--- config.mk ---
export PLATFORM = sky130hd
export DESIGN_NAME = two_queue_admission_arbiter_top
export DESIGN_NICKNAME = d
export VERILOG_FILES = /design/src/design/tqaa_pkg.sv /design/src/design/two_queue_admission_arbiter_top.sv /design/src/design/tqaa_ram.sv /design/src/design/tqaa_queue.sv
export SDC_FILE = /design/constraint.sdc
export NUM_CORES = 2
export LEC_CHECK = 0
export ABC_AREA = 1
export BUFFER_PORTS_ARGS = -buffer_cell sky130_fd_sc_hd__buf_2
export CORE_MARGIN = 10
export CORE_UTILIZATION = 55
export CTS_CLUSTER_SIZE = 12
export DETAILED_ROUTE_END_ITERATION = 10
export GPL_TIMING_DRIVEN = 0
export PLACE_DENSITY_LB_ADDON = 0.05
export SYNTH_ARGS = -nofsm -noshare
export SYNTH_HDL_FRONTEND = slang
export SYNTH_SLANG_ARGS = --single-unit
--- constraint.sdc ---
create_clock -name clock -period 4.96 [get_ports clock]
set_input_delay 0.496 -clock clock [delete_from_list [all_inputs] [get_ports clock]]
set_output_delay 0.496 -clock clock [all_outputs]
set_load 0.005 [all_outputs]
--- src/design/tqaa_pkg.sv ---
// Shared types and codes for the two-queue admission arbiter.
package tqaa_pkg;

   localparam int ID_W    = 16;
   localparam int TIME_W  = 32;
   localparam int CTR_W   = 32;
   localparam int LIMIT_W = 5;
   localparam int CSR_IDX_W  = 2;
   localparam int CSR_DATA_W = 5;

   typedef enum logic [1:0] {
      OP_REQ_A   = 2'd0,
      OP_REQ_B   = 2'd1,
      OP_TICK    = 2'd2,
      OP_RELEASE = 2'd3
   } op_type;

   typedef enum logic [2:0] {
      ST_ADMITTED = 3'd0,
      ST_REFUSED  = 3'd1,
      ST_BUSY     = 3'd2,
      ST_SERVED_A = 3'd3,
      ST_SERVED_B = 3'd4,
      ST_IDLE     = 3'd5,
      ST_RELEASED = 3'd6
   } status_type;

   localparam logic [CSR_IDX_W-1:0] CSR_ADMIT_LIMIT = 2'd0;
   localparam logic [CSR_IDX_W-1:0] CSR_CLASS_A    = 2'd1;
   localparam logic [CSR_IDX_W-1:0] CSR_CLASS_B    = 2'd2;

   typedef struct packed {
      logic [ID_W-1:0]   id;
      logic [TIME_W-1:0] arrival;
   } entry_type;

   typedef struct packed {
      logic push;
      logic pop;
   } q_ctrl_type;

endpackage

--- src/design/two_queue_admission_arbiter_top.sv ---
// Top level of the two-queue admission arbiter: channels, decision logic and counters.
//
//   Channel   Direction  Handshake             Payload
//   req_      in         req_valid/req_ready   op, requester_id, arrival_time, now
//   rsp_      out        rsp_valid/rsp_ready   status, served id/arrival, counts, totals
//   csr_      in         csr_wr_en             csr_index, csr_wr_data (no read-back)
//
// One item is taken every cycle while req_ready is high. An accepted item is
// held in the input register, is decided in a single pass against the queue
// heads, fill counts and counters, and its result is then loaded into the result
// register, which drives rsp_valid.
// A stalled result holds the pipeline: the input register keeps its item and
// req_ready drops only when both the input and the result register are full.
// Reset is synchronous and clears queue pointers, counters, flags and valids;
// the queue storage itself is not cleared and needs no sweep.
module two_queue_admission_arbiter_top
   import tqaa_pkg::*;
#(
   parameter int QUEUE_DEPTH = 16,
   localparam int CNT_W = $clog2(QUEUE_DEPTH + 1)
) (
   input  logic                  clock,
   input  logic                  reset,

   input  logic                  req_valid,
   output logic                  req_ready,
   input  logic [1:0]            req_op,
   input  logic [ID_W-1:0]       req_requester_id,
   input  logic [TIME_W-1:0]     req_arrival_time,
   input  logic [TIME_W-1:0]     req_now,

   output logic                  rsp_valid,
   input  logic                  rsp_ready,
   output logic [2:0]            rsp_status,
   output logic [ID_W-1:0]       rsp_served_id,
   output logic [TIME_W-1:0]     rsp_served_arrival,
   output logic [CNT_W-1:0]      rsp_count_a,
   output logic [CNT_W-1:0]      rsp_count_b,
   output logic [CTR_W-1:0]      rsp_served_total_a,
   output logic [CTR_W-1:0]      rsp_served_total_b,
   output logic [CTR_W-1:0]      rsp_refused_total_a,
   output logic [CTR_W-1:0]      rsp_refused_total_b,
   output logic [CTR_W-1:0]      rsp_wait_sum_a,
   output logic [CTR_W-1:0]      rsp_wait_sum_b,
   output logic [CTR_W-1:0]      rsp_idle_ticks,

   input  logic                  csr_wr_en,
   input  logic [CSR_IDX_W-1:0]  csr_index,
   input  logic [CSR_DATA_W-1:0] csr_wr_data
);

   localparam int CMP_W = (CNT_W > LIMIT_W) ? CNT_W : LIMIT_W;

   // Configuration registers.
   logic [LIMIT_W-1:0] admit_limit_ff;
   logic               class_a_flag_ff;
   logic               class_b_flag_ff;

   // Input register.
   logic               in_valid_ff, in_valid_in;
   op_type             op_ff;
   entry_type          req_entry_ff;
   logic [TIME_W-1:0]  now_ff;

   // Result register and state that the result reports directly.
   logic               rsp_valid_ff, rsp_valid_in;
   status_type         status_ff, status_in;
   entry_type          served_ff, served_in;
   logic               occupied_ff, occupied_in;
   logic [TIME_W-1:0]  idle_stamp_ff, idle_stamp_in;
   logic               stamp_valid_ff, stamp_valid_in;
   logic [CTR_W-1:0]   served_a_ff, served_a_in;
   logic [CTR_W-1:0]   served_b_ff, served_b_in;
   logic [CTR_W-1:0]   refused_a_ff, refused_a_in;
   logic [CTR_W-1:0]   refused_b_ff, refused_b_in;
   logic [CTR_W-1:0]   wait_a_ff, wait_a_in;
   logic [CTR_W-1:0]   wait_b_ff, wait_b_in;
   logic [CTR_W-1:0]   idle_ff, idle_in;

   // Queue interface.
   q_ctrl_type         ctrl_a, ctrl_b;
   logic [CNT_W-1:0]   fill_a, fill_b;
   entry_type          head_a, head_b;

   logic               advance;
   logic               proc;
   logic               a_empty, b_empty;
   logic               room_a, room_b;
   logic [TIME_W-1:0]  wait_delta;

   // The result register can take a new result when it is empty or being drained.
   assign advance   = !rsp_valid_ff || rsp_ready;
   assign proc      = in_valid_ff && advance;
   assign req_ready = !in_valid_ff || advance;

   always_comb begin
      in_valid_in  = in_valid_ff;
      if (req_valid && req_ready) begin
         in_valid_in = 1'b1;
      end else if (proc) begin
         in_valid_in = 1'b0;
      end
      rsp_valid_in = rsp_valid_ff;
      if (proc) begin
         rsp_valid_in = 1'b1;
      end else if (rsp_ready) begin
         rsp_valid_in = 1'b0;
      end
   end

   // A queue admits while below both the programmed limit and its physical depth.
   assign a_empty = (fill_a == '0);
   assign b_empty = (fill_b == '0);
   assign room_a  = (CMP_W'(fill_a) < CMP_W'(admit_limit_ff)) &&
                    (fill_a < CNT_W'(QUEUE_DEPTH));
   assign room_b  = (CMP_W'(fill_b) < CMP_W'(admit_limit_ff)) &&
                    (fill_b < CNT_W'(QUEUE_DEPTH));

   // Single-pass decision for the item in the input register.
   always_comb begin
      status_in      = status_ff;
      served_in      = served_ff;
      occupied_in    = occupied_ff;
      idle_stamp_in  = idle_stamp_ff;
      stamp_valid_in = stamp_valid_ff;
      served_a_in    = served_a_ff;
      served_b_in    = served_b_ff;
      refused_a_in   = refused_a_ff;
      refused_b_in   = refused_b_ff;
      wait_a_in      = wait_a_ff;
      wait_b_in      = wait_b_ff;
      idle_in        = idle_ff;
      ctrl_a         = '0;
      ctrl_b         = '0;
      wait_delta     = '0;

      if (proc) begin
         served_in = '0;
         case (op_ff)
            OP_REQ_A: begin
               if (room_a) begin
                  ctrl_a.push = 1'b1;
                  status_in   = ST_ADMITTED;
               end else begin
                  refused_a_in = refused_a_ff + CTR_W'(1);
                  status_in    = ST_REFUSED;
               end
            end
            OP_REQ_B: begin
               if (room_b) begin
                  ctrl_b.push = 1'b1;
                  status_in   = ST_ADMITTED;
               end else begin
                  refused_b_in = refused_b_ff + CTR_W'(1);
                  status_in    = ST_REFUSED;
               end
            end
            OP_TICK: begin
               // Each class is held back while the other is empty and the other class's flag is set.
               if (occupied_ff) begin
                  status_in = ST_BUSY;
               end else if (!a_empty && !(b_empty && class_b_flag_ff)) begin
                  ctrl_a.pop  = 1'b1;
                  served_in   = head_a;
                  wait_delta  = now_ff - head_a.arrival;
                  wait_a_in   = wait_a_ff + wait_delta;
                  served_a_in = served_a_ff + CTR_W'(1);
                  occupied_in = 1'b1;
                  status_in   = ST_SERVED_A;
               end else if (!b_empty && !(a_empty && class_a_flag_ff)) begin
                  ctrl_b.pop  = 1'b1;
                  served_in   = head_b;
                  wait_delta  = now_ff - head_b.arrival;
                  wait_b_in   = wait_b_ff + wait_delta;
                  served_b_in = served_b_ff + CTR_W'(1);
                  occupied_in = 1'b1;
                  status_in   = ST_SERVED_B;
               end else begin
                  status_in = ST_IDLE;
                  // Repeated idle ticks at the same time count only once.
                  if (!stamp_valid_ff || (idle_stamp_ff != now_ff)) begin
                     idle_in        = idle_ff + CTR_W'(1);
                     idle_stamp_in  = now_ff;
                     stamp_valid_in = 1'b1;
                  end
               end
            end
            OP_RELEASE: begin
               occupied_in = 1'b0;
               status_in   = ST_RELEASED;
            end
            default: begin
               status_in = ST_RELEASED;
            end
         endcase
      end
   end

   always_ff @(posedge clock) begin
      if (reset) begin
         admit_limit_ff  <= '0;
         class_a_flag_ff <= 1'b0;
         class_b_flag_ff <= 1'b0;
      end else if (csr_wr_en) begin
         unique case (csr_index)
            CSR_ADMIT_LIMIT: admit_limit_ff  <= csr_wr_data[LIMIT_W-1:0];
            CSR_CLASS_A:     class_a_flag_ff <= csr_wr_data[0];
            CSR_CLASS_B:     class_b_flag_ff <= csr_wr_data[0];
            default: begin
               admit_limit_ff <= admit_limit_ff;
            end
         endcase
      end
   end

   always_ff @(posedge clock) begin
      if (reset) begin
         in_valid_ff    <= 1'b0;
         rsp_valid_ff   <= 1'b0;
         occupied_ff    <= 1'b0;
         idle_stamp_ff  <= '0;
         stamp_valid_ff <= 1'b0;
         served_a_ff    <= '0;
         served_b_ff    <= '0;
         refused_a_ff   <= '0;
         refused_b_ff   <= '0;
         wait_a_ff      <= '0;
         wait_b_ff      <= '0;
         idle_ff        <= '0;
      end else begin
         in_valid_ff    <= in_valid_in;
         rsp_valid_ff   <= rsp_valid_in;
         occupied_ff    <= occupied_in;
         idle_stamp_ff  <= idle_stamp_in;
         stamp_valid_ff <= stamp_valid_in;
         served_a_ff    <= served_a_in;
         served_b_ff    <= served_b_in;
         refused_a_ff   <= refused_a_in;
         refused_b_ff   <= refused_b_in;
         wait_a_ff      <= wait_a_in;
         wait_b_ff      <= wait_b_in;
         idle_ff        <= idle_in;
      end
   end

   // Payload registers carry no reset.
   always_ff @(posedge clock) begin
      if (req_valid && req_ready) begin
         op_ff                <= op_type'(req_op);
         req_entry_ff.id      <= req_requester_id;
         req_entry_ff.arrival <= req_arrival_time;
         now_ff               <= req_now;
      end
      status_ff <= status_in;
      served_ff <= served_in;
   end

   tqaa_queue #(
      .DEPTH (QUEUE_DEPTH)
   ) u_queue_a (
      .clock      (clock),
      .reset      (reset),
      .ctrl       (ctrl_a),
      .push_entry (req_entry_ff),
      .fill       (fill_a),
      .head_entry (head_a)
   );

   tqaa_queue #(
      .DEPTH (QUEUE_DEPTH)
   ) u_queue_b (
      .clock      (clock),
      .reset      (reset),
      .ctrl       (ctrl_b),
      .push_entry (req_entry_ff),
      .fill       (fill_b),
      .head_entry (head_b)
   );

   // Counters and fill counts change only when a result is loaded, so they
   // always match the result held in the result register.
   assign rsp_valid           = rsp_valid_ff;
   assign rsp_status          = status_ff;
   assign rsp_served_id       = served_ff.id;
   assign rsp_served_arrival  = served_ff.arrival;
   assign rsp_count_a         = fill_a;
   assign rsp_count_b         = fill_b;
   assign rsp_served_total_a  = served_a_ff;
   assign rsp_served_total_b  = served_b_ff;
   assign rsp_refused_total_a = refused_a_ff;
   assign rsp_refused_total_b = refused_b_ff;
   assign rsp_wait_sum_a      = wait_a_ff;
   assign rsp_wait_sum_b      = wait_b_ff;
   assign rsp_idle_ticks      = idle_ff;

endmodule

--- src/design/tqaa_ram.sv ---
// Generic single-write, single-read RAM with registered read data.
module tqaa_ram #(
   parameter int WIDTH = 48,
   parameter int DEPTH = 16,
   localparam int AW = (DEPTH > 1) ? $clog2(DEPTH) : 1
) (
   input  logic             clock,
   input  logic             wr_en,
   input  logic [AW-1:0]    wr_addr,
   input  logic [WIDTH-1:0] wr_data,
   input  logic [AW-1:0]    rd_addr,
   output logic [WIDTH-1:0] rd_data
);

   logic [WIDTH-1:0] mem_ff [DEPTH];
   logic [WIDTH-1:0] rd_data_ff;

   always_ff @(posedge clock) begin
      if (wr_en) begin
         mem_ff[wr_addr] <= wr_data;
      end
      rd_data_ff <= mem_ff[rd_addr];
   end

   assign rd_data = rd_data_ff;

endmodule

--- src/design/tqaa_queue.sv ---
// Circular FIFO of requester entries with head pointer, fill count and head forwarding.
module tqaa_queue
   import tqaa_pkg::*;
#(
   parameter int DEPTH = 16,
   localparam int CNT_W = $clog2(DEPTH + 1)
) (
   input  logic             clock,
   input  logic             reset,
   input  q_ctrl_type       ctrl,
   input  entry_type        push_entry,
   output logic [CNT_W-1:0] fill,
   output entry_type        head_entry
);

   localparam int IDX_W = (DEPTH > 1) ? $clog2(DEPTH) : 1;
   localparam int SUM_W = CNT_W + 1;

   logic [IDX_W-1:0] head_ff, head_in;
   logic [CNT_W-1:0] fill_ff, fill_in;
   logic             fwd_ff, fwd_in;
   entry_type        fwd_entry_ff;
   logic [SUM_W-1:0] tail_sum;
   logic [SUM_W-1:0] tail_wrap;
   logic [IDX_W-1:0] tail;
   logic [$bits(entry_type)-1:0] rd_data;

   // Tail slot is head plus fill, folded back once into the ring.
   always_comb begin
      tail_sum  = SUM_W'(head_ff) + SUM_W'(fill_ff);
      tail_wrap = (tail_sum >= SUM_W'(DEPTH)) ? (tail_sum - SUM_W'(DEPTH)) : tail_sum;
      tail      = tail_wrap[IDX_W-1:0];
   end

   always_comb begin
      head_in = head_ff;
      fill_in = fill_ff;
      if (ctrl.pop) begin
         head_in = (head_ff == IDX_W'(DEPTH - 1)) ? '0 : head_ff + IDX_W'(1);
         fill_in = fill_ff - CNT_W'(1);
      end else if (ctrl.push) begin
         fill_in = fill_ff + CNT_W'(1);
      end
      // A write into the slot being read this cycle is forwarded around the RAM.
      fwd_in = ctrl.push && (tail == head_in);
   end

   always_ff @(posedge clock) begin
      if (reset) begin
         head_ff <= '0;
         fill_ff <= '0;
         fwd_ff  <= 1'b0;
      end else begin
         head_ff <= head_in;
         fill_ff <= fill_in;
         fwd_ff  <= fwd_in;
      end
   end

   always_ff @(posedge clock) begin
      fwd_entry_ff <= push_entry;
   end

   tqaa_ram #(
      .WIDTH ($bits(entry_type)),
      .DEPTH (DEPTH)
   ) u_ram (
      .clock   (clock),
      .wr_en   (ctrl.push),
      .wr_addr (tail),
      .wr_data (push_entry),
      .rd_addr (head_in),
      .rd_data (rd_data)
   );

   assign fill       = fill_ff;
   assign head_entry = fwd_ff ? fwd_entry_ff : entry_type'(rd_data);

endmodule

==> run metrics <==
status finished with violations; violated checks capacitance limit, slew limit; Tmin final approximately 4700 ps; Synth Flop Type edfxtp_1; share of cells above drive strength 1 0.108; syn nets around 10000; Die Ht between 400 and 500 µm; cell mode on critical path nand2_1; Final Hold Vio Count 0; detailed-router iteration count before antenna repair 8; switching share of total power 0.240; crit start category flip-flop; drt wl/cell around 25 µm; Final WS setup 226 ps; Layout Nets 10740; Placement Setup Slack a little over 300 ps; async set or reset register ratio after synthesis 0; number of buffers created by CTS roughly 210; max-slew violation count 34; final setup TNS 0 ps; Required @ worst endpoint 5680 ps; Cells after Synth between 9000 and 10000; internal power about 0.029 W; CP arrival approximately 5500 ps; Synth Warn # 0; R2R setup slack 230 ps; Crit-path slowest cell clkbuf_1; Syn Area/Cell about 9.7 µm²; r2r worst-path depth 19; initial DRC count around 9100; RSZ-0062 raised after global routing no; Overflow after GRT 0; Worst setup EP type flip-flop; Final Core Density 0.641; Hold WC Path Type primary input to flip-flop; Vias per Instance about 5.7; crit path kind flip-flop to flip-flop; GRT Total Usage 0.333; FF+latch count, synth 2100; Area Overhead vs Synth 15.6%; post-synthesis instance area 94200 µm²; Netlist cell types 47; Max Freq 211 MHz; DIE WIDTH roughly 430 µm; worst-case vdd ir drop 0.000436 V; Net Sw Power ~0.0091 W; row count about 150; Finished Layout Cells between 10000 and 15000; # H-tree levels 4; sequential power share 0.515; initial core utilization 0.555; clk_lat worst skew ~880 ps; Hold WS approximately 30 ps; clock buffer depth 3; max-cap violations 1; WP buf/inv 5; Crit. Startpoint u_queue_a.fwd_ff; Top delay family on crit path buffers and inverters; crit-path max cell delay between 600 and 700 ps; Worst-path clk slew around 60 ps; power density cells 347 nW/µm²; root buf cell clkbuf_16; Clock Skew just under 80 ps; number of I/O port buffers around 380; Core Area ~170000 µm²; GPL Wtd Cong between 1 and 1.5; die area ~190000 µm²; final setup vio count 0; TritonCTS clock tree done; Leak about 45 nW; Cells after DPL ~12000; initial antenna violation count 13; drt drc 0; Slew @ Worst Pin 1520 ps; crit path cell chain clkbuf_1, mux2_2, ha_1, inv_1, ha_1, inv_1, fa_1, inv_1, nand3_1, nand2_1, a21boi_0, o21ai_0, nand2_1, nand2_1, nand2_1, nand3_1, nand3_1, nand2_1, inv_1; Post-synth EDFFs approximately 1700; Routed WL 321 mm; ANT nets after route 0; vias roughly 74000; Ports 381; first-pass GRT wire length between 400 and 500 mm; post-synthesis sequential area ratio 0.624; reg2reg end rsp_wait_sum_a[16]; clock power share 0.412; period utilization 0.954; CP endpoint rsp_wait_sum_a[16]; dpl hpwl roughly 230 mm; Worst path depth 19; combinational share of power 0.073; worst flop-to-flop path startpoint u_queue_a.fwd_ff; vias in the first global route ~70000; largest net degree at the start of global routing between 40 and 50; relative slew slack -0.0160; crit path max fanout 10; clock sink total 2100
## worst min path at each step
stage | startpoint | to | slack [ps] | cells past startpoint
3_5_place_dp | class_b_flag_ff | class_b_flag_ff | 460 | 2
5_1_grt | rsp_ready | rsp_valid | 50 | 4
6_report | rsp_ready | rsp_valid | 30 | 4
4_1_cts | rsp_ready | rsp_valid | 2 | 4
2_1_floorplan | class_b_flag_ff | class_b_flag_ff | 420 | 2
3_3_place_gp | rsp_refused_total_b[2] | rsp_refused_total_b[2] | 470 | 1
## flip-flops by register name, indices dropped and copies added (netlist names), 48 cells and up
name,count
req_entry_ff,48
u_queue_a.u_ram.mem_ff,768
u_queue_a.u_ram.rd_data,48
u_queue_b.fwd_entry_ff,48
u_queue_b.u_ram.mem_ff,768
u_queue_b.u_ram.rd_data,48
## per-layer routing
layer / share of wire / GRT usage / wire length, µm / up-vias
met4: 0.056 / 0.165 / 18000 / 8
met5: 0.00016 / 0 / 51 / -
met2: 0.45 / 0.516 / 144000 / 3879
met3: 0.095 / 0.0567 / 30400 / 620
met1: 0.40 / 0.456 / 129000 / 35367
li1: - / - / - / 33748
## tightest hold or removal path, delay by kind of cell
kind / cells / cell delay, ps
buf+inv: 2 / 140
simple gates: 1 / 90
compound gates: 1 / 70
## cells by family after synthesis
family	after synthesis	synth area share
AND/OR/NAND/NOR	4957	0.222
XOR/XNOR	146	0.0136
adder cells (fa/ha/maj)	155	0.0258
flip-flops	2100	0.624
AO/OA/AOI/OAI	602	0.0338
buffers and inverters	1665	0.0695
multiplexers	96	0.0115
## synthesized netlist by cell type, drive strengths merged (90+ instances only)
| cell type | number | area [µm²] |
|---|---|---|
| a21oi | 345 | 1730 |
| buf | 264 | 1290 |
| clkbuf | 194 | 728 |
| dfxtp | 431 | 8630 |
| edfxtp | 1669 | 50100 |
| ha | 90 | 1130 |
| inv | 1205 | 4520 |
| mux2 | 96 | 1080 |
| nand2 | 2877 | 10800 |
| nand3 | 1463 | 7340 |
| nor2 | 388 | 1480 |
| nor3 | 107 | 536 |
| o21ai | 191 | 967 |
| xor2 | 93 | 815 |
## cell usage in the layout, fill, tap and decap left out, types with 10 or more instances in the layout
master / n
nand2_1: 2873
edfxtp_1: 1669
nand3_1: 1461
inv_1: 1193
buf_2: 599
dfxtp_1: 431
nor2_1: 352
a21oi_1: 345
clkbuf_1: 290
clkbuf_16: 215
o21ai_0: 187
nor3_1: 107
mux2_2: 96
xor2_1: 93
ha_1: 90
dlygate4sd3_1: 87
nand4_1: 70
fa_1: 65
xnor2_1: 53
buf_16: 46
buf_12: 43
buf_1: 38
nor2_4: 35
clkbuf_8: 28
nor4_1: 22
clkinv_2: 18
o21bai_1: 15
o21a_1: 14
or2_2: 13
clkinv_1: 13
inv_2: 10
## through the flow
step | power, W | area (µm²)
floorplan | 0.0212 | 94200
global placement | 0.0224 | 98900
detailed placement | 0.0224 | 101000
CTS | 0.0378 | 108000
global route | 0.0389 | 109000
finish | 0.0378 | 109000
## power by group through the flow
| stage | clock [W] | combinational [W] | sequential (W) |
|---|---|---|---|
| 2_1_floorplan | 0 | 0.00151 | 0.0197 |
| 3_3_place_gp | 0 | 0.00237 | 0.0200 |
| 3_5_place_dp | 0 | 0.00252 | 0.0199 |
| 4_1_cts | 0.0157 | 0.00259 | 0.0196 |
| 5_1_grt | 0.0164 | 0.00297 | 0.0195 |
| 6_report | 0.0156 | 0.00275 | 0.0195 |
## timing repair
item / CTS / global route
hold buffers: 87 / 0
buffers inserted: 0 / 0
setup endpoints to repair: 0 / 2
resized for setup: 0 / 3
endpoints found under the hold margin: 86 / 0
## layout make-up
cell class	count	area (µm²)
Clock buffer	344	6140
Buffer	458	2020
Tap cell	2218	2780
Timing Repair Buffer	555	4890
Clock inverter	50	591
Sequential cell	2100	58700
Multi-Input combinational cell	5956	29200
Inverter	1207	4540
Antenna cell	9	22.5
Fill cell	13773	61000
Power figures use the tool's default switching activity.
